<file path="config.mk">
export PLATFORM = sky130hd
export DESIGN_NAME = trajectory_obstacle_cost_scorer_top
export DESIGN_NICKNAME = d
export VERILOG_FILES = /design/src/hw/rtl/tocs_pkg.sv /design/src/hw/rtl/trajectory_obstacle_cost_scorer_top.sv
export SDC_FILE = /design/constraint.sdc
export NUM_CORES = 2
export LEC_CHECK = 0
export ABC_CLOCK_PERIOD_IN_PS = 12300
export BUFFER_PORTS_ARGS = -buffer_cell sky130_fd_sc_hd__buf_4
export CORE_MARGIN = 2
export CORE_UTILIZATION = 63
export CTS_BUF_LIST = sky130_fd_sc_hd__clkbuf_16
export CTS_CLUSTER_SIZE = 28
export DETAILED_ROUTE_END_ITERATION = 8
export PLACE_DENSITY = 0.91
export SLEW_MARGIN = 20
export SYNTH_ARGS = -nofsm -noshare
export SYNTH_HDL_FRONTEND = slang
export SYNTH_SLANG_ARGS = --single-unit
export TNS_END_PERCENT = 1
</file>
<file path="constraint.sdc">
create_clock -name clock -period 12.3 [get_ports clock]
set_input_delay 1.23 -clock clock [delete_from_list [all_inputs] [get_ports clock]]
set_output_delay 1.23 -clock clock [all_outputs]
set_load 0.005 [all_outputs]
</file>
<file path="src/hw/rtl/tocs_pkg.sv">
// Types, register indexes, cost byte codes and sequencer states of the
// trajectory obstacle cost scorer. No dependencies.
`default_nettype none

package tocs_pkg;

   localparam int MAX_TRAJ_POINTS = 256;
   localparam int MAX_POWER       = 4;

   localparam int COST_W   = 48;
   localparam int SUM_W    = 32;
   localparam int AMT_W    = 19;
   localparam int NUM_W    = 64;
   localparam int DEN_W    = 25;
   localparam int NORM_DIV = 130048;
   localparam int DIG_W    = 16;
   localparam int PROD_W   = 2 * COST_W;
   localparam int CNT_W    = 6;

   localparam logic [COST_W-1:0] Q_MAX = '1;

   localparam logic [2:0] CSR_ENABLE            = 3'd0;
   localparam logic [2:0] CSR_FOOTPRINT_MODE    = 3'd1;
   localparam logic [2:0] CSR_COST_POWER        = 3'd2;
   localparam logic [2:0] CSR_COST_WEIGHT       = 3'd3;
   localparam logic [2:0] CSR_CRITICAL_COST     = 3'd4;
   localparam logic [2:0] CSR_COLLISION_COST    = 3'd5;
   localparam logic [2:0] CSR_TRAJECTORY_LENGTH = 3'd6;

   localparam logic [7:0] COST_FREE       = 8'd0;
   localparam logic [7:0] COST_HIGH_LIMIT = 8'd235;
   localparam logic [7:0] COST_INSCRIBED  = 8'd253;
   localparam logic [7:0] COST_LETHAL     = 8'd254;
   localparam logic [7:0] COST_UNKNOWN    = 8'd255;

   typedef enum logic [2:0] {
      ST_IDLE,
      ST_MUL,
      ST_DIV,
      ST_ROUND,
      ST_POW,
      ST_NORM,
      ST_DONE
   } state_type;

   typedef struct packed {
      logic [7:0] point_cost;
      logic       goal_close;
      logic       last_point;
      logic       last_trajectory;
   } req_type;

   typedef struct packed {
      logic [COST_W-1:0] trajectory_cost;
      logic              collided;
      logic              all_collided;
      logic              batch_end;
   } rsp_type;

   typedef struct packed {
      logic req_ready;
      logic load_num;
      logic div_step;
      logic round;
      logic pow_step;
      logic norm;
      logic finish;
   } ctl_type;

endpackage

`default_nettype wire

</file>
<file path="src/hw/rtl/trajectory_obstacle_cost_scorer_top.sv">
// Trajectory obstacle cost scorer: accumulates per-point cost bytes and scores
// each trajectory with one shared 48x16 multiplier and a radix-2 divider.
// Depends on tocs_pkg.
//   req channel: one item per trajectory point (cost byte, near-goal flag,
//   last-point and last-trajectory markers). Points that are not the last of
//   a trajectory are taken one per cycle.
//   rsp channel: one item per trajectory, produced after its last point.
//   csr port: plain write port, registers 0..6, user writes when idle (unenforced).
//   From the last point to the result the sequencer runs a multiply step,
//   64 divide iterations (one quotient bit each) and a rounding step, then,
//   for each of the p-1 further power steps (p being the effective cost power,
//   1..4), three 16-bit partial products and a rounding step, and finally
//   loads the output register; when disabled it only loads the output
//   register. req_ready is low during that time. The divider's bit count and
//   the multiplier's digit sweep set its length.
//   A finished result sits in the output register; new points are taken
//   while it waits. If the receiver stalls and a second result is ready, the
//   sequencer holds in its last state until the output register frees.
//   Reset (synchronous, active high) loads the register defaults, clears the
//   running sum and hit flag, sets all_hit and drops rsp_valid; req_ready is low.
`default_nettype none

module trajectory_obstacle_cost_scorer_top
   import tocs_pkg::*;
(
   input  wire logic          clock,
   input  wire logic          reset,
   input  wire logic          req_valid,
   output logic               req_ready,
   input  wire req_type       req_data,
   output logic               rsp_valid,
   input  wire logic          rsp_ready,
   output rsp_type            rsp_data,
   input  wire logic          csr_we,
   input  wire logic [2:0]    csr_index,
   input  wire logic [23:0]   csr_wdata
);

   logic               en_ff, fp_ff;
   logic [2:0]         pow_ff;
   logic [15:0]        weight_ff, crit_ff;
   logic [23:0]        coll_ff;
   logic [8:0]         len_ff;

   state_type          state_ff, state_in;
   ctl_type            ctl;

   logic [SUM_W-1:0]   cost_sum_ff, cost_sum_in;
   logic               hit_ff, hit_in;
   logic               all_hit_ff, all_hit_in;
   logic               last_tr_ff, last_tr_in;

   logic [NUM_W-1:0]   num_ff, num_in;
   logic [DEN_W:0]     rem_ff, rem_in;
   logic [DEN_W-1:0]   den_ff, den_in;
   logic [COST_W-1:0]  base_ff, base_in;
   logic [COST_W-1:0]  acc_ff, acc_in;
   logic [PROD_W-1:0]  prod_ff, prod_in;
   logic [CNT_W-1:0]   cnt_ff, cnt_in;
   logic [1:0]         dig_ff, dig_in;
   logic [2:0]         pw_cnt_ff, pw_cnt_in;

   logic               rsp_valid_ff, rsp_valid_in;
   rsp_type            rsp_ff, rsp_in;

   logic               accept, out_free;
   logic [8:0]         len_eff;
   logic [2:0]         pw_eff;
   logic [DEN_W-1:0]   den_calc;
   logic               pt_hit;
   logic [AMT_W-1:0]   amount;
   logic [SUM_W:0]     sum_add;
   logic [SUM_W-1:0]   s_sel;
   logic [COST_W-1:0]  mul_a;
   logic [DIG_W-1:0]   mul_b;
   logic [NUM_W-1:0]   mul_out;
   logic [DEN_W:0]     rem_sh;
   logic               rem_ge;
   logic               rnd_up;
   logic [NUM_W:0]     q_rnd;
   logic [COST_W-1:0]  q_sat;
   logic [PROD_W-1:0]  prod_rnd;

   assign accept   = req_valid && ctl.req_ready && !reset;
   assign out_free = !rsp_valid_ff || rsp_ready;
   assign req_ready = ctl.req_ready && !reset;
   assign rsp_valid = rsp_valid_ff;
   assign rsp_data  = rsp_ff;

   // configuration registers
   always_ff @(posedge clock) begin
      if (reset) begin
         en_ff     <= 1'b1;
         fp_ff     <= 1'b0;
         pow_ff    <= 3'd1;
         weight_ff <= 16'd976;
         crit_ff   <= 16'd300;
         coll_ff   <= 24'd1000000;
         len_ff    <= 9'd56;
      end else if (csr_we) begin
         case (csr_index)
            CSR_ENABLE:            en_ff     <= csr_wdata[0];
            CSR_FOOTPRINT_MODE:    fp_ff     <= csr_wdata[0];
            CSR_COST_POWER:        pow_ff    <= csr_wdata[2:0];
            CSR_COST_WEIGHT:       weight_ff <= csr_wdata[15:0];
            CSR_CRITICAL_COST:     crit_ff   <= csr_wdata[15:0];
            CSR_COLLISION_COST:    coll_ff   <= csr_wdata;
            CSR_TRAJECTORY_LENGTH: len_ff    <= csr_wdata[8:0];
            default: ;
         endcase
      end
   end

   always_comb begin
      if (len_ff == 9'd0) begin
         len_eff = 9'd1;
      end else if (int'(len_ff) > MAX_TRAJ_POINTS) begin
         len_eff = 9'(MAX_TRAJ_POINTS);
      end else begin
         len_eff = len_ff;
      end
      if (pow_ff == 3'd0) begin
         pw_eff = 3'd1;
      end else if (int'(pow_ff) > MAX_POWER) begin
         pw_eff = 3'(MAX_POWER);
      end else begin
         pw_eff = pow_ff;
      end
   end

   assign den_calc = DEN_W'(NORM_DIV * int'(len_eff));

   // next state
   always_comb begin
      state_in = state_ff;
      case (state_ff)
         ST_IDLE: begin
            if (accept && req_data.last_point) begin
               state_in = en_ff ? ST_MUL : ST_DONE;
            end
         end
         ST_MUL:   state_in = ST_DIV;
         ST_DIV: begin
            if (cnt_ff == CNT_W'(NUM_W - 1)) begin
               state_in = ST_ROUND;
            end
         end
         ST_ROUND: state_in = (pw_eff == 3'd1) ? ST_DONE : ST_POW;
         ST_POW: begin
            if (dig_ff == 2'd0) begin
               state_in = ST_NORM;
            end
         end
         ST_NORM:  state_in = (pw_cnt_ff == 3'd1) ? ST_DONE : ST_POW;
         ST_DONE: begin
            if (out_free) begin
               state_in = ST_IDLE;
            end
         end
         default:  state_in = ST_IDLE;
      endcase
   end

   // sequencer outputs
   always_comb begin
      ctl = '0;
      case (state_ff)
         ST_IDLE:  ctl.req_ready = 1'b1;
         ST_MUL:   ctl.load_num  = 1'b1;
         ST_DIV:   ctl.div_step  = 1'b1;
         ST_ROUND: ctl.round     = 1'b1;
         ST_POW:   ctl.pow_step  = 1'b1;
         ST_NORM:  ctl.norm      = 1'b1;
         ST_DONE:  ctl.finish    = out_free;
         default:  ctl = '0;
      endcase
   end

   // point cost
   always_comb begin
      pt_hit = (req_data.point_cost == COST_LETHAL) ||
               (req_data.point_cost == COST_INSCRIBED && !fp_ff);
      if (req_data.point_cost == COST_UNKNOWN) begin
         amount = {1'b0, crit_ff, 2'b00} + {2'b00, crit_ff, 1'b0};
      end else if (req_data.point_cost > COST_HIGH_LIMIT) begin
         amount = {2'b00, crit_ff, 1'b0} + {3'b000, crit_ff};
      end else if (!req_data.goal_close) begin
         amount = {10'd0, req_data.point_cost, 1'b0};
      end else begin
         amount = '0;
      end
      sum_add = {1'b0, cost_sum_ff} + (SUM_W + 1)'(amount);
   end

   // shared multiplier
   assign s_sel = hit_ff ? {7'd0, coll_ff, 1'b0} : cost_sum_ff;

   always_comb begin
      if (ctl.load_num) begin
         mul_a = COST_W'(s_sel);
         mul_b = weight_ff;
      end else begin
         mul_a = acc_ff;
         case (dig_ff)
            2'd0:    mul_b = base_ff[15:0];
            2'd1:    mul_b = base_ff[31:16];
            2'd2:    mul_b = base_ff[47:32];
            default: mul_b = '0;
         endcase
      end
   end

   assign mul_out = NUM_W'(mul_a) * NUM_W'(mul_b);

   // divider step and rounding
   assign rem_sh   = {rem_ff[DEN_W-1:0], num_ff[NUM_W-1]};
   assign rem_ge   = rem_sh >= {1'b0, den_ff};
   assign rnd_up   = {rem_ff, 1'b0} >= (DEN_W + 2)'(den_ff);
   assign q_rnd    = {1'b0, num_ff} + (NUM_W + 1)'(rnd_up);
   assign q_sat    = (|q_rnd[NUM_W:COST_W]) ? Q_MAX : q_rnd[COST_W-1:0];
   assign prod_rnd = prod_ff + PROD_W'(17'h08000);

   always_comb begin
      cost_sum_in  = cost_sum_ff;
      hit_in       = hit_ff;
      all_hit_in   = all_hit_ff;
      last_tr_in   = last_tr_ff;
      num_in       = num_ff;
      rem_in       = rem_ff;
      den_in       = den_ff;
      base_in      = base_ff;
      acc_in       = acc_ff;
      prod_in      = prod_ff;
      cnt_in       = cnt_ff;
      dig_in       = dig_ff;
      pw_cnt_in    = pw_cnt_ff;
      rsp_in       = rsp_ff;
      rsp_valid_in = rsp_ready ? 1'b0 : rsp_valid_ff;

      if (accept) begin
         last_tr_in = req_data.last_trajectory;
         if (en_ff && !hit_ff && req_data.point_cost != COST_FREE) begin
            if (pt_hit) begin
               hit_in = 1'b1;
            end else begin
               cost_sum_in = sum_add[SUM_W] ? '1 : sum_add[SUM_W-1:0];
            end
         end
      end

      if (ctl.load_num) begin
         num_in = {mul_out[COST_W-1:0], 16'd0};
         rem_in = '0;
         den_in = den_calc;
         cnt_in = '0;
      end

      if (ctl.div_step) begin
         rem_in = rem_ge ? rem_sh - {1'b0, den_ff} : rem_sh;
         num_in = {num_ff[NUM_W-2:0], rem_ge};
         cnt_in = cnt_ff + CNT_W'(1);
      end

      if (ctl.round) begin
         base_in   = q_sat;
         acc_in    = q_sat;
         pw_cnt_in = pw_eff - 3'd1;
         dig_in    = 2'd2;
         prod_in   = '0;
      end

      if (ctl.pow_step) begin
         prod_in = {prod_ff[PROD_W-DIG_W-1:0], {DIG_W{1'b0}}} + PROD_W'(mul_out);
         dig_in  = dig_ff - 2'd1;
      end

      if (ctl.norm) begin
         acc_in    = (|prod_rnd[PROD_W-1:NUM_W]) ? Q_MAX : prod_rnd[NUM_W-1:DIG_W];
         pw_cnt_in = pw_cnt_ff - 3'd1;
         dig_in    = 2'd2;
         prod_in   = '0;
      end

      if (ctl.finish) begin
         rsp_in.trajectory_cost = en_ff ? acc_ff : '0;
         rsp_in.collided        = en_ff && hit_ff;
         rsp_in.all_collided    = last_tr_ff && en_ff && all_hit_ff && hit_ff;
         rsp_in.batch_end       = last_tr_ff;
         rsp_valid_in           = 1'b1;
         all_hit_in             = last_tr_ff || (en_ff && all_hit_ff && hit_ff);
         cost_sum_in            = '0;
         hit_in                 = 1'b0;
      end
   end

   always_ff @(posedge clock) begin
      if (reset) begin
         state_ff     <= ST_IDLE;
         cost_sum_ff  <= '0;
         hit_ff       <= 1'b0;
         all_hit_ff   <= 1'b1;
         rsp_valid_ff <= 1'b0;
      end else begin
         state_ff     <= state_in;
         cost_sum_ff  <= cost_sum_in;
         hit_ff       <= hit_in;
         all_hit_ff   <= all_hit_in;
         rsp_valid_ff <= rsp_valid_in;
      end
   end

   always_ff @(posedge clock) begin
      last_tr_ff <= last_tr_in;
      num_ff     <= num_in;
      rem_ff     <= rem_in;
      den_ff     <= den_in;
      base_ff    <= base_in;
      acc_ff     <= acc_in;
      prod_ff    <= prod_in;
      cnt_ff     <= cnt_in;
      dig_ff     <= dig_in;
      pw_cnt_ff  <= pw_cnt_in;
      rsp_ff     <= rsp_in;
   end

`ifndef NO_ASSERTIONS
   a_rem_below_den: assert property (@(posedge clock) disable iff (reset)
      (state_ff == ST_DIV || state_ff == ST_ROUND) |-> rem_ff < {1'b0, den_ff})
      else $error("divider remainder not below divisor");

   a_div_length: assert property (@(posedge clock) disable iff (reset)
      (state_ff == ST_DIV && cnt_ff == CNT_W'(NUM_W - 1)) |=> state_ff == ST_ROUND)
      else $error("divider did not end after the last quotient bit");

   a_all_implies_hit: assert property (@(posedge clock) disable iff (reset)
      rsp_valid_ff |-> (!rsp_ff.all_collided || (rsp_ff.collided && rsp_ff.batch_end)))
      else $error("all_collided without collided or batch_end");

   a_finish_frees: assert property (@(posedge clock) disable iff (reset)
      ctl.finish |=> state_ff == ST_IDLE && rsp_valid_ff && cost_sum_ff == '0 && !hit_ff)
      else $error("trajectory state not cleared after result");
`endif

endmodule

`default_nettype wire
</file>
==> results.sh <==
export IMPL_status="finished with violations"
export IMPL_failed_checks="design-rule violations"
export IMPL_final_nets=6917
export IMPL_ys_types=79
export IMPL_hold_path_class="reg -> reg"
export IMPL_fmax_ghz=0.08504
export IMPL_drv_max_cap_violation_count=0
export IMPL_cp_top_family="adder cells"
export IMPL_fin_crit_sh=0.9561
export IMPL_syn_to_final_growth_pct=7.422
export IMPL_grt_max_degree=96
export IMPL_critPathSlowestCell="fa_1"
export IMPL_die_x_microns=290.9
export IMPL_critPathRequiredTime_ps=12810
export IMPL_crit_arrival_ps=12270
export IMPL_cts_root_buf="clkbuf_16"
export IMPL_fin_skew_ps=62.65
export IMPL_synth_seq_area_share=0.2313
export IMPL_synth_seq_cells=468
export IMPL_viasPerCell=6.321
export IMPL_vdd_drop_max_mv=0.1045
export IMPL_worstSetupStartpointType="flip-flop"
export IMPL_routed_wl_microns=163500
export IMPL_ys_warn_count=0
export IMPL_io_buffers=95
export IMPL_synthesis_instances=5932
export IMPL_final_hold_violation_count=0
export IMPL_rsz0062_at_grt="no"
export IMPL_insertion_delay_ps=680
export IMPL_synth_largest_area_cell="fa_1"
export IMPL_rrSetupSlack_ps=540
export IMPL_syn_area_sq_um=51840
export IMPL_clk_path_buf_depth=3
export IMPL_clkSinkCount=468
export IMPL_ant_nets=0
export IMPL_cts_buffers=54
export IMPL_pwr_density_cell_nw_per_um2=82.64
export IMPL_relSlewSlack=0.2478
export IMPL_cts_tree="built"
export IMPL_design_portCount=96
export IMPL_synthTopCellsByArea="fa_1 26%, edfxtp_1 15%, dfxtp_1 8.0%"
export IMPL_finalSetupTns_ps=0
export IMPL_cp_max_fo=17
export IMPL_gp_congestion=1.046
export IMPL_h_tree_depth=2
export IMPL_routedWlPerCell_microns=23.23
export IMPL_worst_pin_slew_ps=1127
export IMPL_grt_pass1_vias=45090
export IMPL_dpl_cell_area_sq_um=53710
export IMPL_clk_pin_slew_ps=70
export IMPL_stdcell_area_sq_um=55690
export IMPL_coreArea_sq_um=81720
export IMPL_hpwlAfterDp_microns=125500
export IMPL_synth_edf_count=262
export IMPL_initial_utilization=0.6344
export IMPL_worst_path_buf_inv=7
export IMPL_vias=44480
export IMPL_track_usage=0.3893
export IMPL_cp_end_kind="flip-flop"
export IMPL_die_h_microns=290.9
export IMPL_antenna_found_initial=4
export IMPL_nFillCells=6156
export IMPL_worstSetupPathType="reg -> reg"
export IMPL_drc_errors=15
export IMPL_grt_overflow=0
export IMPL_fin_crit_ps=11760
export IMPL_p_leak_nw=25.26
export IMPL_drt_pass1_iter_count=9
export IMPL_synth_top_area_share=0.2595
export IMPL_die_area_sq_um=84590
export IMPL_ys_async_sr_fraction=0
export IMPL_syn_nets=6928
export IMPL_slew_viol_final=0
export IMPL_grt_pass1_wl_microns=254800
export IMPL_setup_violations=0
export IMPL_synth_main_ff_cell="edfxtp_1"
export IMPL_drive_gt1_frac=0.06369
export IMPL_cpPeakStageDelay_ps=580
export IMPL_syn_avg_cell_area_sq_um=8.739
export IMPL_rows=105
export IMPL_drtIter0Drc=5799
export IMPL_crit_top_cell="fa_1"
## tightest hold or removal path, cell delays in order (launching register included)
cell,delay (ps)
dfxtp_1,310
nand2_1,50
a21oi_1,50
## state kept, by name (all words and copies together) (netlist names), 2 cells and up
name,cells
acc_ff,48
base_ff,48
cnt_ff,6
coll_ff,24
cost_sum_ff,32
crit_ff,16
den_ff,15
dig_ff,2
len_ff,9
num_ff,64
pow_ff,3
prod_ff,96
pw_cnt_ff,3
rem_ff,26
rsp_data,51
state_ff,3
weight_ff,16
## report_power, final
part | total (W) | switching, W | internal (W)
Clock | 0.00171 | 0.000742 | 0.000972
Sequential | 0.00179 | 0.0000669 | 0.00172
Combinational | 0.00110 | 0.000723 | 0.000378
## kinds of logic after synthesis
logic type      after synthesis  synth area share
compound gates              886            0.1089
xor+xnor                    306           0.05170
fa+ha+maj                   953            0.3273
buf+inv                    1084           0.07994
flops                       468            0.2313
mux                          55           0.01072
other cells                   1        0.00007234
simple gates               2179            0.1900
## placed cells by master (no fill, tap or decap), types with 34 or more instances in the layout
cell	n
a22o_1	34
xor2_1	136
xnor2_1	169
clkbuf_16	55
nand2b_1	35
nand2_1	1036
nand3_1	119
dfxtp_1	204
a21o_1	116
a21oi_1	301
edfxtp_1	262
nor2_1	430
buf_4	194
mux2i_1	51
fa_1	672
o21ai_0	179
and2_1	163
inv_1	832
ha_1	280
and3_1	111
nor3_1	57
nand4_1	63
## Yosys cell counts, types with 11 or more instances
library cell,count
clkbuf_1,236
mux2i_1,51
and4_1,15
nand4_1,63
nand2b_1,35
inv_1,820
nand2_2,14
nand2_1,1038
a222oi_1,16
o21bai_1,33
edfxtp_1,262
dfxtp_1,206
o21ai_0,183
a21oi_1,312
or3_1,18
nand3b_1,14
o31ai_1,18
nor3_1,59
nor4_1,24
ha_1,281
a22o_1,34
fa_1,672
a211oi_1,24
and3_1,111
nand3_1,119
a21o_1,120
nor2b_1,33
nor2_1,434
or2_2,12
xor2_1,137
buf_1,14
xnor2_1,169
and2_1,163
a21boi_0,11
o21a_1,24
a31oi_1,19
o221a_2,20
## final timing paths
path / from / to / depth (start not counted)
worst min register to register: coll_ff[5] / coll_ff[5] / 2
worst max register to register: dig_ff[0] / prod_ff[75] / 41
worst max-delay path: dig_ff[0] / prod_ff[75] / 41
worst min-delay path: coll_ff[5] / coll_ff[5] / 2
## through the flow
stage | hold slack [ps] | total power (W) | setup slack [ps] | util | instances
after floorplan | 431.5 | 0.002509 | 1415 | - | 5932
after global placement | 441.9 | 0.002828 | 449.5 | 0.6572 | 6933
after detailed placement | 446.5 | 0.002860 | 310.2 | 0.6573 | 6933
after CTS | 454.9 | 0.004558 | 185.2 | 0.6802 | 7034
after global routing | 479.9 | 0.004756 | 31.38 | 0.6814 | 7036
final | 458.2 | 0.004602 | 540.3 | 0.6815 | 7037
## final cells by class
| class | instances | area [sq um] | share of cell area |
|---|---|---|---|
| Multi-Input combinational cell | 4380 | 35900 | 0.6446 |
| Sequential cell | 468 | 11990 | 0.2154 |
| Clock buffer | 55 | 1376 | 0.02472 |
| Antenna cell | 1 | 2.502 | 0.00004494 |
| Timing Repair Buffer | 196 | 1496 | 0.02687 |
| Tap cell | 1070 | 1339 | 0.02404 |
| Inverter | 821 | 3084 | 0.05539 |
| Clock inverter | 46 | 496.7 | 0.008920 |
## repair_timing
item                       in CTS  in global routing
resized for setup               0                 21
buffers inserted                0                  2
hold buffers                    0                  0
setup endpoints to repair       0                 35
## per-layer routing
layer  global-route usage  share of wire  up-vias
met5                    0        0.00025        -
met4               0.2140          0.072        6
met3               0.1131           0.14      747
met2               0.5857           0.43     3222
met1               0.5087           0.36    21310
li1                     -              -    19200
Note: power is estimated with default switching activity, not from simulation.
